[config.mk]
export PLATFORM = sky130hd
export DESIGN_NAME = priority_schedule_times
export DESIGN_NICKNAME = d
export VERILOG_FILES = /design/src/rtl/core/pst_pkg.sv /design/src/rtl/core/priority_schedule_times.sv /design/src/rtl/core/pst_ram.sv /design/src/rtl/core/pst_div.sv
export SDC_FILE = /design/constraint.sdc
export NUM_CORES = 2
export LEC_CHECK = 0
export ABC_CLOCK_PERIOD_IN_PS = 7500
export BUFFER_PORTS_ARGS = -buffer_cell sky130_fd_sc_hd__buf_4
export CAP_MARGIN = 20
export CORE_ASPECT_RATIO = 2
export CORE_MARGIN = 2
export CORE_UTILIZATION = 55
export CTS_CLUSTER_SIZE = 16
export DETAILED_ROUTE_END_ITERATION = 8
export PLACE_DENSITY_LB_ADDON = 0.1
export SETUP_SLACK_MARGIN = 0.3
export SLEW_MARGIN = 0
export SYNTH_ARGS = -nofsm -noshare
export SYNTH_HDL_FRONTEND = slang
export SYNTH_SLANG_ARGS = --single-unit
[constraint.sdc]
create_clock -name clk_i -period 7.5 [get_ports clk_i]
set_clock_uncertainty 0.15 [all_clocks]
set_input_delay 0.75 -clock clk_i [delete_from_list [all_inputs] [get_ports clk_i]]
set_output_delay 0.75 -clock clk_i [all_outputs]
set_load 0.05 [all_outputs]
[src/rtl/core/pst_pkg.sv]
package pst_pkg;

  // sizing of the job store and of the job fields
  localparam int unsigned MaxProcesses = 32;
  localparam int unsigned BurstBits    = 16;
  localparam int unsigned PriorityBits = 8;

  // store index and job count widths
  localparam int unsigned IdxW = $clog2(MaxProcesses);
  localparam int unsigned CntW = $clog2(MaxProcesses + 1);

  // internal time and sum widths
  localparam int unsigned ElapW = BurstBits + IdxW;
  localparam int unsigned SumW  = ElapW + IdxW;

  // fixed result field widths
  localparam int unsigned ProcIdW  = 6;
  localparam int unsigned JobPrioW = 8;
  localparam int unsigned JobBurstW = 16;
  localparam int unsigned TimeW    = 21;

  typedef struct packed {
    logic [BurstBits-1:0]    burst_time;
    logic [PriorityBits-1:0] priority_req;
    logic                    last_process;
  } pst_in_t;

  typedef struct packed {
    logic [ProcIdW-1:0]   process_id;
    logic [JobPrioW-1:0]  job_priority;
    logic [JobBurstW-1:0] job_burst;
    logic [TimeW-1:0]     waiting_time;
    logic [TimeW-1:0]     completion_time;
    logic [TimeW-1:0]     turnaround_time;
    logic [TimeW-1:0]     avg_waiting;
    logic [TimeW-1:0]     avg_turnaround;
    logic                 overflowed;
    logic                 last_result;
  } pst_out_t;

  // one entry of the job store
  typedef struct packed {
    logic [CntW-1:0]         id;
    logic [PriorityBits-1:0] prio;
    logic [BurstBits-1:0]    burst;
  } pst_job_t;

  localparam int unsigned JobW = $bits(pst_job_t);

endpackage

[src/rtl/core/priority_schedule_times.sv]
// non-preemptive priority scheduler for one set of jobs
// input channel (in_valid_i / in_ready_o / in_req_i): one request per job,
// burst time and priority; last_process closes the set. ids run from 1 in
// arrival order. jobs beyond the store depth are dropped and flagged.
// ready is high only while loading.
// after the closing request the block sorts by descending priority (first
// strictly greater priority wins, so a tie goes to the lower store position,
// which after earlier swaps need not be the earlier arrival), sums the times,
// divides both sums by the job count and emits one result request per job on
// (out_valid_o / out_ready_i / out_rsp_o).
// from the closing request to the first result the block runs the sort (one
// store read per compared entry plus a swap in StSw1 and StSw2 per position),
// the summing pass, the two serial divisions and the load of the first result.
// each further result takes one store read and one output load.
// a stalled receiver holds the output register and the emit sequencer
// waits; the final result may sit in the output register while a new set
// is loaded. reset clears the job count, the drop flag and all control
// state; the job store itself needs no clearing since only written
// entries are ever read.
module priority_schedule_times (
  input  logic              clk_i,
  input  logic              rst_ni,
  input  logic              in_valid_i,
  output logic              in_ready_o,
  input  pst_pkg::pst_in_t  in_req_i,
  output logic              out_valid_o,
  input  logic              out_ready_i,
  output pst_pkg::pst_out_t out_rsp_o
);

  typedef enum logic [10:0] {
    StIdle  = 11'b00000000001,
    StRdI   = 11'b00000000010,
    StFirst = 11'b00000000100,
    StScan  = 11'b00000001000,
    StSw1   = 11'b00000010000,
    StSw2   = 11'b00000100000,
    StSum   = 11'b00001000000,
    StDivW  = 11'b00010000000,
    StDivT  = 11'b00100000000,
    StERd   = 11'b01000000000,
    StELd   = 11'b10000000000
  } state_e;

  state_e state_q, state_d;

  // set bookkeeping
  logic [pst_pkg::CntW-1:0] count_q, count_d;
  logic                     drop_q, drop_d;

  // sort and pass indices
  logic [pst_pkg::CntW-1:0] i_q, i_d;
  logic [pst_pkg::CntW-1:0] j_q, j_d;
  logic [pst_pkg::IdxW-1:0] jr_q, jr_d;
  logic [pst_pkg::IdxW-1:0] sel_q, sel_d;
  logic                     rv_q, rv_d;

  // entry under position i and best candidate so far
  pst_pkg::pst_job_t cur_q, cur_d;
  pst_pkg::pst_job_t best_q, best_d;

  // time accumulators and averages
  logic [pst_pkg::ElapW-1:0] elap_q, elap_d;
  logic [pst_pkg::SumW-1:0]  sumw_q, sumw_d;
  logic [pst_pkg::SumW-1:0]  sumt_q, sumt_d;
  logic [pst_pkg::TimeW-1:0] avgw_q, avgw_d;
  logic [pst_pkg::TimeW-1:0] avgt_q, avgt_d;
  logic [pst_pkg::ElapW-1:0] elap_next;

  // output register
  logic              out_valid_q, out_valid_d;
  pst_pkg::pst_out_t out_q, out_d;

  // store ports
  logic                     ram_we, ram_re;
  logic [pst_pkg::IdxW-1:0] ram_waddr, ram_raddr;
  pst_pkg::pst_job_t        ram_wdata, ram_rdata;

  // divider
  logic                     div_start;
  logic                     div_done;
  logic [pst_pkg::SumW-1:0] div_dividend;
  logic [pst_pkg::SumW-1:0] div_quot;

  logic in_fire;
  logic out_free;

  assign in_ready_o = (state_q == StIdle);
  assign in_fire    = in_valid_i && in_ready_o;
  assign out_free   = !out_valid_q || out_ready_i;
  assign elap_next  = elap_q + pst_pkg::ElapW'(ram_rdata.burst);

  // first division takes the waiting sum, the second the turnaround sum
  assign div_dividend = (state_q == StDivW) ? sumt_q : sumw_q;

  always_comb begin
    state_d     = state_q;
    count_d     = count_q;
    drop_d      = drop_q;
    i_d         = i_q;
    j_d         = j_q;
    jr_d        = jr_q;
    sel_d       = sel_q;
    rv_d        = 1'b0;
    cur_d       = cur_q;
    best_d      = best_q;
    elap_d      = elap_q;
    sumw_d      = sumw_q;
    sumt_d      = sumt_q;
    avgw_d      = avgw_q;
    avgt_d      = avgt_q;
    out_valid_d = out_valid_q && !out_ready_i;
    out_d       = out_q;
    ram_we      = 1'b0;
    ram_waddr   = i_q[pst_pkg::IdxW-1:0];
    ram_wdata   = best_q;
    ram_re      = 1'b0;
    ram_raddr   = i_q[pst_pkg::IdxW-1:0];
    div_start   = 1'b0;

    unique case (state_q)
      StIdle: begin
        if (in_fire) begin
          if (count_q < pst_pkg::CntW'(pst_pkg::MaxProcesses)) begin
            ram_we          = 1'b1;
            ram_waddr       = count_q[pst_pkg::IdxW-1:0];
            ram_wdata.id    = count_q + pst_pkg::CntW'(1);
            ram_wdata.prio  = in_req_i.priority_req;
            ram_wdata.burst = in_req_i.burst_time;
            count_d         = count_q + pst_pkg::CntW'(1);
          end else begin
            drop_d = 1'b1;
          end
          if (in_req_i.last_process) begin
            i_d     = '0;
            state_d = StRdI;
          end
        end
      end

      // start position i, or leave once a single entry is left
      StRdI: begin
        if (i_q + pst_pkg::CntW'(1) >= count_q) begin
          j_d     = '0;
          elap_d  = '0;
          sumw_d  = '0;
          sumt_d  = '0;
          state_d = StSum;
        end else begin
          ram_re  = 1'b1;
          j_d     = i_q + pst_pkg::CntW'(1);
          state_d = StFirst;
        end
      end

      StFirst: begin
        cur_d     = ram_rdata;
        best_d    = ram_rdata;
        sel_d     = i_q[pst_pkg::IdxW-1:0];
        ram_re    = 1'b1;
        ram_raddr = j_q[pst_pkg::IdxW-1:0];
        jr_d      = j_q[pst_pkg::IdxW-1:0];
        j_d       = j_q + pst_pkg::CntW'(1);
        state_d   = StScan;
      end

      StScan: begin
        if (ram_rdata.prio > best_q.prio) begin
          best_d = ram_rdata;
          sel_d  = jr_q;
        end
        if (j_q < count_q) begin
          ram_re    = 1'b1;
          ram_raddr = j_q[pst_pkg::IdxW-1:0];
          jr_d      = j_q[pst_pkg::IdxW-1:0];
          j_d       = j_q + pst_pkg::CntW'(1);
        end else begin
          state_d = StSw1;
        end
      end

      StSw1: begin
        ram_we    = 1'b1;
        ram_waddr = i_q[pst_pkg::IdxW-1:0];
        ram_wdata = best_q;
        state_d   = StSw2;
      end

      StSw2: begin
        ram_we    = 1'b1;
        ram_waddr = sel_q;
        ram_wdata = cur_q;
        i_d       = i_q + pst_pkg::CntW'(1);
        state_d   = StRdI;
      end

      // stream the sorted store once to build both sums
      StSum: begin
        if (j_q < count_q) begin
          ram_re    = 1'b1;
          ram_raddr = j_q[pst_pkg::IdxW-1:0];
          j_d       = j_q + pst_pkg::CntW'(1);
          rv_d      = 1'b1;
        end
        if (rv_q) begin
          sumw_d = sumw_q + pst_pkg::SumW'(elap_q);
          sumt_d = sumt_q + pst_pkg::SumW'(elap_next);
          elap_d = elap_next;
        end
        if (!rv_q && (j_q >= count_q)) begin
          div_start = 1'b1;
          state_d   = StDivW;
        end
      end

      StDivW: begin
        if (div_done) begin
          avgw_d    = div_quot[pst_pkg::TimeW-1:0];
          div_start = 1'b1;
          state_d   = StDivT;
        end
      end

      StDivT: begin
        if (div_done) begin
          avgt_d  = div_quot[pst_pkg::TimeW-1:0];
          i_d     = '0;
          elap_d  = '0;
          state_d = StERd;
        end
      end

      StERd: begin
        ram_re  = 1'b1;
        state_d = StELd;
      end

      // wait for a free output register, then load one result
      StELd: begin
        if (out_free) begin
          out_valid_d           = 1'b1;
          out_d.process_id      = pst_pkg::ProcIdW'(ram_rdata.id);
          out_d.job_priority    = pst_pkg::JobPrioW'(ram_rdata.prio);
          out_d.job_burst       = pst_pkg::JobBurstW'(ram_rdata.burst);
          out_d.waiting_time    = pst_pkg::TimeW'(elap_q);
          out_d.completion_time = pst_pkg::TimeW'(elap_next);
          out_d.turnaround_time = pst_pkg::TimeW'(elap_next);
          out_d.avg_waiting     = avgw_q;
          out_d.avg_turnaround  = avgt_q;
          out_d.overflowed      = drop_q;
          out_d.last_result     = (i_q + pst_pkg::CntW'(1) == count_q);
          elap_d                = elap_next;
          i_d                   = i_q + pst_pkg::CntW'(1);
          if (i_q + pst_pkg::CntW'(1) == count_q) begin
            count_d = '0;
            drop_d  = 1'b0;
            state_d = StIdle;
          end else begin
            state_d = StERd;
          end
        end
      end

      default: begin
        state_d = StIdle;
      end
    endcase
  end

  always_ff @(posedge clk_i or negedge rst_ni) begin
    if (!rst_ni) begin
      state_q     <= StIdle;
      count_q     <= '0;
      drop_q      <= 1'b0;
      rv_q        <= 1'b0;
      out_valid_q <= 1'b0;
    end else begin
      state_q     <= state_d;
      count_q     <= count_d;
      drop_q      <= drop_d;
      rv_q        <= rv_d;
      out_valid_q <= out_valid_d;
    end
  end

  always_ff @(posedge clk_i) begin
    i_q    <= i_d;
    j_q    <= j_d;
    jr_q   <= jr_d;
    sel_q  <= sel_d;
    cur_q  <= cur_d;
    best_q <= best_d;
    elap_q <= elap_d;
    sumw_q <= sumw_d;
    sumt_q <= sumt_d;
    avgw_q <= avgw_d;
    avgt_q <= avgt_d;
    out_q  <= out_d;
  end

  pst_ram #(
    .Width(pst_pkg::JobW),
    .Depth(pst_pkg::MaxProcesses)
  ) u_job_store (
    .clk_i  (clk_i),
    .we_i   (ram_we),
    .waddr_i(ram_waddr),
    .wdata_i(ram_wdata),
    .re_i   (ram_re),
    .raddr_i(ram_raddr),
    .rdata_o(ram_rdata)
  );

  pst_div u_div (
    .clk_i     (clk_i),
    .rst_ni    (rst_ni),
    .start_i   (div_start),
    .dividend_i(div_dividend),
    .divisor_i (count_q),
    .done_o    (div_done),
    .quotient_o(div_quot)
  );

  assign out_valid_o = out_valid_q;
  assign out_rsp_o   = out_q;

endmodule

[src/rtl/core/pst_ram.sv]
module pst_ram #(
  parameter int unsigned Width = 8,
  parameter int unsigned Depth = 16
) (
  input  logic                     clk_i,
  input  logic                     we_i,
  input  logic [$clog2(Depth)-1:0] waddr_i,
  input  logic [Width-1:0]         wdata_i,
  input  logic                     re_i,
  input  logic [$clog2(Depth)-1:0] raddr_i,
  output logic [Width-1:0]         rdata_o
);

  logic [Width-1:0] mem_q [Depth];
  logic [Width-1:0] rdata_q;

  always_ff @(posedge clk_i) begin
    if (we_i) begin
      mem_q[waddr_i] <= wdata_i;
    end
    if (re_i) begin
      rdata_q <= mem_q[raddr_i];
    end
  end

  assign rdata_o = rdata_q;

endmodule

[src/rtl/core/pst_div.sv]
module pst_div (
  input  logic                     clk_i,
  input  logic                     rst_ni,
  input  logic                     start_i,
  input  logic [pst_pkg::SumW-1:0] dividend_i,
  input  logic [pst_pkg::CntW-1:0] divisor_i,
  output logic                     done_o,
  output logic [pst_pkg::SumW-1:0] quotient_o
);

  localparam int unsigned StepW = $clog2(pst_pkg::SumW);

  logic                     busy_q, busy_d;
  logic                     done_q, done_d;
  logic [StepW-1:0]         step_q, step_d;
  logic [pst_pkg::SumW-1:0] dvd_q, dvd_d;
  logic [pst_pkg::CntW-1:0] rem_q, rem_d;
  logic [pst_pkg::CntW-1:0] dsr_q, dsr_d;
  logic [pst_pkg::CntW:0]   rem_sh;

  // restoring division, one quotient bit per cycle
  always_comb begin
    busy_d = busy_q;
    done_d = 1'b0;
    step_d = step_q;
    dvd_d  = dvd_q;
    rem_d  = rem_q;
    dsr_d  = dsr_q;
    rem_sh = {rem_q, dvd_q[pst_pkg::SumW-1]};
    if (start_i) begin
      busy_d = 1'b1;
      step_d = StepW'(pst_pkg::SumW - 1);
      dvd_d  = dividend_i;
      rem_d  = '0;
      dsr_d  = divisor_i;
    end else if (busy_q) begin
      if (rem_sh >= {1'b0, dsr_q}) begin
        rem_d = pst_pkg::CntW'(rem_sh - {1'b0, dsr_q});
        dvd_d = {dvd_q[pst_pkg::SumW-2:0], 1'b1};
      end else begin
        rem_d = rem_sh[pst_pkg::CntW-1:0];
        dvd_d = {dvd_q[pst_pkg::SumW-2:0], 1'b0};
      end
      if (step_q == '0) begin
        busy_d = 1'b0;
        done_d = 1'b1;
      end else begin
        step_d = step_q - StepW'(1);
      end
    end
  end

  always_ff @(posedge clk_i or negedge rst_ni) begin
    if (!rst_ni) begin
      busy_q <= 1'b0;
      done_q <= 1'b0;
      step_q <= '0;
    end else begin
      busy_q <= busy_d;
      done_q <= done_d;
      step_q <= step_d;
    end
  end

  always_ff @(posedge clk_i) begin
    dvd_q <= dvd_d;
    rem_q <= rem_d;
    dsr_q <= dsr_d;
  end

  assign done_o     = done_q;
  assign quotient_o = dvd_q;

endmodule

* Yosys cells after proc, flatten, opt, wreduce, memory -nomap -nowiden
Memory sizes are Yosys's and may differ from the RTL's. A register that Yosys moved wholly into a read port is not among the register bits. Index checks and enable logic that the tools add are counted.
Storage, ports and cells: bits in writable memories 960, output and inout bits 139, logic and storage cells 189, ROM bits 0, bits in latches 0, memories kept 1, input port bits 29, register bits 378
Operators by class: bitwise operators 0, equality and inequality tests 28, divide/modulo/power cells 0, shift-type cells 0, add/sub/neg operators 8, order comparisons 6, reduce and logical (&&, ||, !) cells 31, mux-type cells 80, multipliers 0
Memory list:
- u_job_store.mem_q | depth 32, width 30, read ports 1, clocked after memory_dff 1, wr ports 1, line pst_ram.sv:14 | logic [Width-1:0] mem_q [Depth];
Operators with widths (number):
- 26-bit 2-to-1 mux | 6
- 11-bit one-hot mux with 11 select lines | 1
- 30-bit one-hot mux with 2 select lines | 2
- 26-bit one-hot mux with 2 select lines | 2
- 30-bit 2-to-1 mux | 3
- 21-bit 2-to-1 mux | 4
- 21-bit one-hot mux with 4 select lines | 1
- 11-bit 2-to-1 mux | 7
- 6-bit 2-to-1 mux | 11
- 26-bit by 21-bit adder with 26-bit output | 2
- 5-bit 2-to-1 mux | 8
- 5-bit one-hot mux with 2 select lines | 4
- 6-bit one-hot mux with 4 select lines | 1
- 1-bit 2-to-1 mux | 22
- 21-bit by 16-bit adder with 21-bit output | 1
- 2-bit != test (second input constant) | 10
- 5-bit AND reduction | 4
- 6-bit by 1-bit adder with 6-bit output (second input constant) | 3
- 6-bit one-hot mux with 3 select lines | 1
- 2-bit AND reduction | 7
- 6-bit >= comparator | 2
- 2-bit by 1-bit != test with 1-bit output (second input constant) | 6
- 6-bit one-hot mux with 2 select lines | 1
- 11-bit by 1-bit == test with 1-bit output (second input constant) | 1
- other kinds (31) | 43

* Longest topological paths before layout
depth in word-level cells 6, mapped depth 19, gate-level depth less buffers 19

* By module
From an unflattened synthesis, not the netlist that was laid out.
Second synthesis, totals: cells, all modules 3537, area total of the unflattened synthesis 56515.5 um2
By module, submodules not included:
- pst_ram | area each 38359.3 um2, cells each 2122, sequential area each 29728.5 um2, instances 1
- priority_schedule_times | area each 15990.3 um2, cells each 1251, sequential area each 9900.7 um2, instances 1
- pst_div | area each 2165.8 um2, cells each 164, sequential area each 1256.2 um2, instances 1

* Worst setup path after synthesis
Ideal clock, no wire load.
path kind register -> register, start point register state_q[3], end point register out_q, in the netlist out_rsp_o[0], enable pin, buffers on the path 2, arrival 7018 ps, period minus slack after synthesis 7760 ps, slack -260 ps, required time 6758 ps, stages on the path, launching flop included 8, library setup time 592 ps, path through dfrtp_1 > clkbuf_1 > or4_1 > nor3_1 > nand3b_1 > or3b_2 > buf_2 > nor2_1
Between the ends: word-level cells in the longest chain between the ends 2
Ends and longest elaborated chain:
- from (decl) | line priority_schedule_times.sv:45 | state_e state_q, state_d;
- from (signal assigned) | line priority_schedule_times.sv:272 | state_q <= StIdle;
- from (signal assigned) | line priority_schedule_times.sv:278 | state_q <= state_d;
- 11-bit == test | line priority_schedule_times.sv:121 | unique case (state_q)
- 2-bit AND reduction (no source line)
- to (signal assigned) | line priority_schedule_times.sv:298 | out_q <= out_d;
- to (decl) | line priority_schedule_times.sv:72 | pst_pkg::pst_out_t out_q, out_d;
Every way passes these cells. A chain may end at the register's enable or synchronous reset.

* Worst setup path after layout
start point register u_job_store.rdata_q[0], in the netlist u_job_store.rdata_o[0] (read register of u_job_store.mem_q), end point register sumt_q[23] in the netlist's numbering (data pin)
Between the ends: word-level cells in the longest chain between the ends 4
Ends and longest elaborated chain:
- from (decl) | line pst_ram.sv:15 | logic [Width-1:0] rdata_q;
- 21-bit by 16-bit adder with 21-bit output | line priority_schedule_times.sv:91 | assign elap_next = elap_q + pst_pkg::ElapW'(ram_rdata.burst);
- named net elap_next, one bit | line priority_schedule_times.sv:68 | logic [pst_pkg::ElapW-1:0] elap_next;
- 26-bit by 21-bit adder with 26-bit output | line priority_schedule_times.sv:207 | sumt_d = sumt_q + pst_pkg::SumW'(elap_next);
- 26-bit 2-to-1 mux | line priority_schedule_times.sv:205 | if (rv_q) begin
- 26-bit one-hot mux with 2 select lines | line priority_schedule_times.sv:121
- to (signal assigned) | line priority_schedule_times.sv:295 | sumt_q <= sumt_d;
- to (decl) | line priority_schedule_times.sv:65 | logic [pst_pkg::SumW-1:0] sumt_q, sumt_d;
The timed path passes the listed nets, and every way through them passes these cells. The select of a mux whose other input is x is not followed.

==> impl_metrics.csv <==
group,metric,value,unit
critical_path,cp-end-kind,"register",
finish,nets,3860,
critical_path,required,7.79,ns
clock_network,cts_tree,"done",
clock_network,root_buffer,"clkbuf_16",
timing,setup_slack,1.71,ns
timing,worstMarginPinSlew,1.13,ns
pwr,vdd_drop_max,0.320,mV
pwr,leakage,21.3,nW
global_route,grt_pass1_vias,32800,
timing,grt_setup_unrepaired,"no",
timing,final-hold-violation-count,0,
logic_synthesis,ys.flop_type,"edfxtp_1",
logic_synthesis,syn_avg_cell_area,15.6,um^2
die,die_area,104000,um^2
logic_synthesis,ys_warn_count,0,
detailed_routing,via_count,32200,
timing,period_needed,5.79,ns
job,max-cap-violations,0,
timing,hold_slack,0.183,ns
detailed_routing,avgRoutedWirePerCell,27.9,um
clock_network,worstSkewPairLatency,0.73,ns
timing,maxSlewHeadroom,0.247,
pwr,powerDensity,399,nW/um^2
die,die_h,453,um
clock_network,cts_setup_buffers,0,
logic_synthesis,synth_cell_type_count,74,
hold_path,hp-class,"in -> reg",
die,row_count,164,
critical_path,crit_chain,"ha_1, fa_1, a21o_1, a21oi_1, o21a_1, o31ai_1, o41ai_1, o21bai_1, xor2_1, ha_1, or3_1, o31ai_1, o31ai_1, nand3_1, xor2_1, nor2_1",
logic_synthesis,netlist_area,55500,um^2
logic_synthesis,synth-seq-cells,1368,
placed_design,gp_congestion,0.923,
placed_design,dp_hpwl,93.5,mm
timing,finalSetupViolations,0,
detailed_routing,viasPerCell,6.23,
critical_path,arrival,6.08,ns
global_route,grt_max_degree,112,
finish,layout_common_cells,"edfxtp_1, nand2_1, mux2_2",
critical_path,path_common_cell,"o31ai_1",
detailed_routing,drc,0,
critical_path,worstSetupStartpointType,"register",
die,core,99900,um^2
timing,fin_crit_sh,0.772,
clock_network,cts_buffers,113,
logic_synthesis,syn_nets,3669,
clock_network,clock_sinks,1368,
detailed_routing,drt-pass1-iter-count,5,
global_route,grt_pass1_wl,212,mm
die,boundaryPins,168,
clock_network,htree_num_levels,3,
timing,finalSetupTns,0,ns
die,die_w,229,um
finish,final_common_cell,"edfxtp_1",
logic_synthesis,synth_edf_count,1335,
critical_path,critical_path_class,"reg -> reg",
timing,maxSlewViolCount,0,
status,status,"finished, final reports clean",
logic_synthesis,syn_inst,3547,
placed_design,place_ws,1.82,ns
timing,fmax,0.173,GHz
finish,layout-drive-gt1-share,0.198,
clock_network,clockBufferDepth,3,
detailed_routing,antenna_left,0,
critical_path,crit_path_top_delay_cell,"o41ai_1",
finish,syn2layout_area_growth,13.6,%
die,start_util,0.555,
global_route,grt_overflow,0,
logic_synthesis,ys_seq_area_frac,0.737,
critical_path,crit_fanout,4,
global_route,antenna_found_initial,3,
logic_synthesis,synthArstFlopShare,0.0197,
detailed_routing,drt_iter0_drc,2940,
detailed_routing,totalWireLength,144,mm
clock_network,path_clk_slew,0.07,ns
placed_design,port_buffers,167,
critical_path,worst_path_largest_cell_delay,0.86,ns
global_route,track_usage,0.277,
==> flip-flops by register name, summed over array words and instances, names as in the netlist, 11 cells and up <==
name,flops
sumw_q,26
state_q,11
best_q,30
u_div.quotient_o,26
cur_q,30
avgw_q,21
avgt_q,21
sumt_q,26
elap_q,21
out_rsp_o,116
u_job_store.rdata_o,30
u_job_store.mem_q,960
==> cells by family after synthesis <==
family | after synthesis | share of synthesized area
adder cells (fa/ha/maj) | 93 | 0.0215
AO/OA/AOI/OAI | 634 | 0.0780
XOR/XNOR | 77 | 0.0121
AND/OR/NAND/NOR | 826 | 0.0717
flip-flops | 1368 | 0.737
multiplexers | 304 | 0.0602
buffers and inverters | 245 | 0.0199
==> metrics by stage <==
stage	util	cells	power, W	area [um^2]
after floorplan	-	3547	0.0160	55500
after global placement	0.586	4920	0.0186	58500
after detailed placement	0.588	4931	0.0190	58800
after CTS	0.626	5142	0.0250	62500
after global routing	0.631	5161	0.0262	63100
final	0.631	5162	0.0252	63100
==> power by group <==
group	total [W]	switching (W)	internal (W)	leakage, nW
Sequential	0.0103	0.000452	0.00987	12.5
Clock	0.00607	0.00272	0.00335	1.84
Combinational	0.00880	0.00560	0.00320	6.98
==> per-layer routing <==
metal	up-vias	track usage	routed length [um]
li1	14200	-	-
met1	16500	0.323	52100
met2	1238	0.517	78200
met3	285	0.0340	8130
met4	0	0.113	5610
met5	-	0	0
==> worst max-delay path: cells and delay by family, from the launching register on <==
kind,cells,cell delay (ns)
AND/OR/NAND/NOR,3,0.62
flip-flops,1,0.45
adder cells (fa/ha/maj),3,0.90
AO/OA/AOI/OAI,8,3.00
XOR/XNOR,2,0.37
==> layout make-up <==
class | instances | area (um^2)
Sequential cell | 1368 | 40900
Fill cell | 7077 | 36900
Multi-Input combinational cell | 1934 | 13900
Clock buffer | 135 | 2970
Timing Repair Buffer | 271 | 2620
Tap cell | 1328 | 1660
Clock inverter | 75 | 802
Inverter | 50 | 188
Antenna cell | 1 | 2.50
==> synthesized netlist by cell type (28+ instances only) <==
cell       instances  area [um^2]
ha_1              89         1110
and3_1            40          250
buf_4             28          210
nor2_1           160          601
clkbuf_1          96          360
a21oi_1           62          310
a211oi_1          68          510
nor4b_1           29          254
o21ai_0           63          315
nand3_1           67          335
xor2_1            36          315
a32o_1            28          280
inv_1             50          188
a31oi_1           42          263
nand2_1          358         1340
nor2b_1           29          181
edfxtp_1        1335        40100
mux2_2           240         2700
a21o_1            37          278
a2bb2oi_1         29          254
and4_1            29          254
o22ai_1          205         1280
mux2i_1           64          641
xnor2_1           41          359
buf_2             56          280
==> what timing repair did <==
item,4_1_cts,5_1_grt
endpoints found under the hold margin,26,0
endpoints found under the setup margin,0,0
hold buffers,1,0
gates resized for setup,0,0
==> path summary, 6_finish.rpt <==
kind,from,end,slack (ns),depth (start not counted)
max,u_job_store.rdata_o[0]$_DFFE_PP_,sumt_q[23]$_SDFFCE_PN0P_,1.71,16
min in group asynchronous,rst_ni,u_div.step_q[1]$_DFFE_PN0P_,0.34,2
min,in_valid_i,drop_q$_DFFE_PN0P_,0.18,3
max reg2reg,u_job_store.rdata_o[0]$_DFFE_PP_,sumt_q[23]$_SDFFCE_PN0P_,1.71,16
min reg2reg,avgt_q[20]$_DFFE_PP_,out_rsp_o[22]$_DFFE_PP_,0.26,0
max in group asynchronous,rst_ni,state_q[0]$_DFFE_PN1P_,6.54,2
Note: power is estimated with default switching activity, not from simulation.
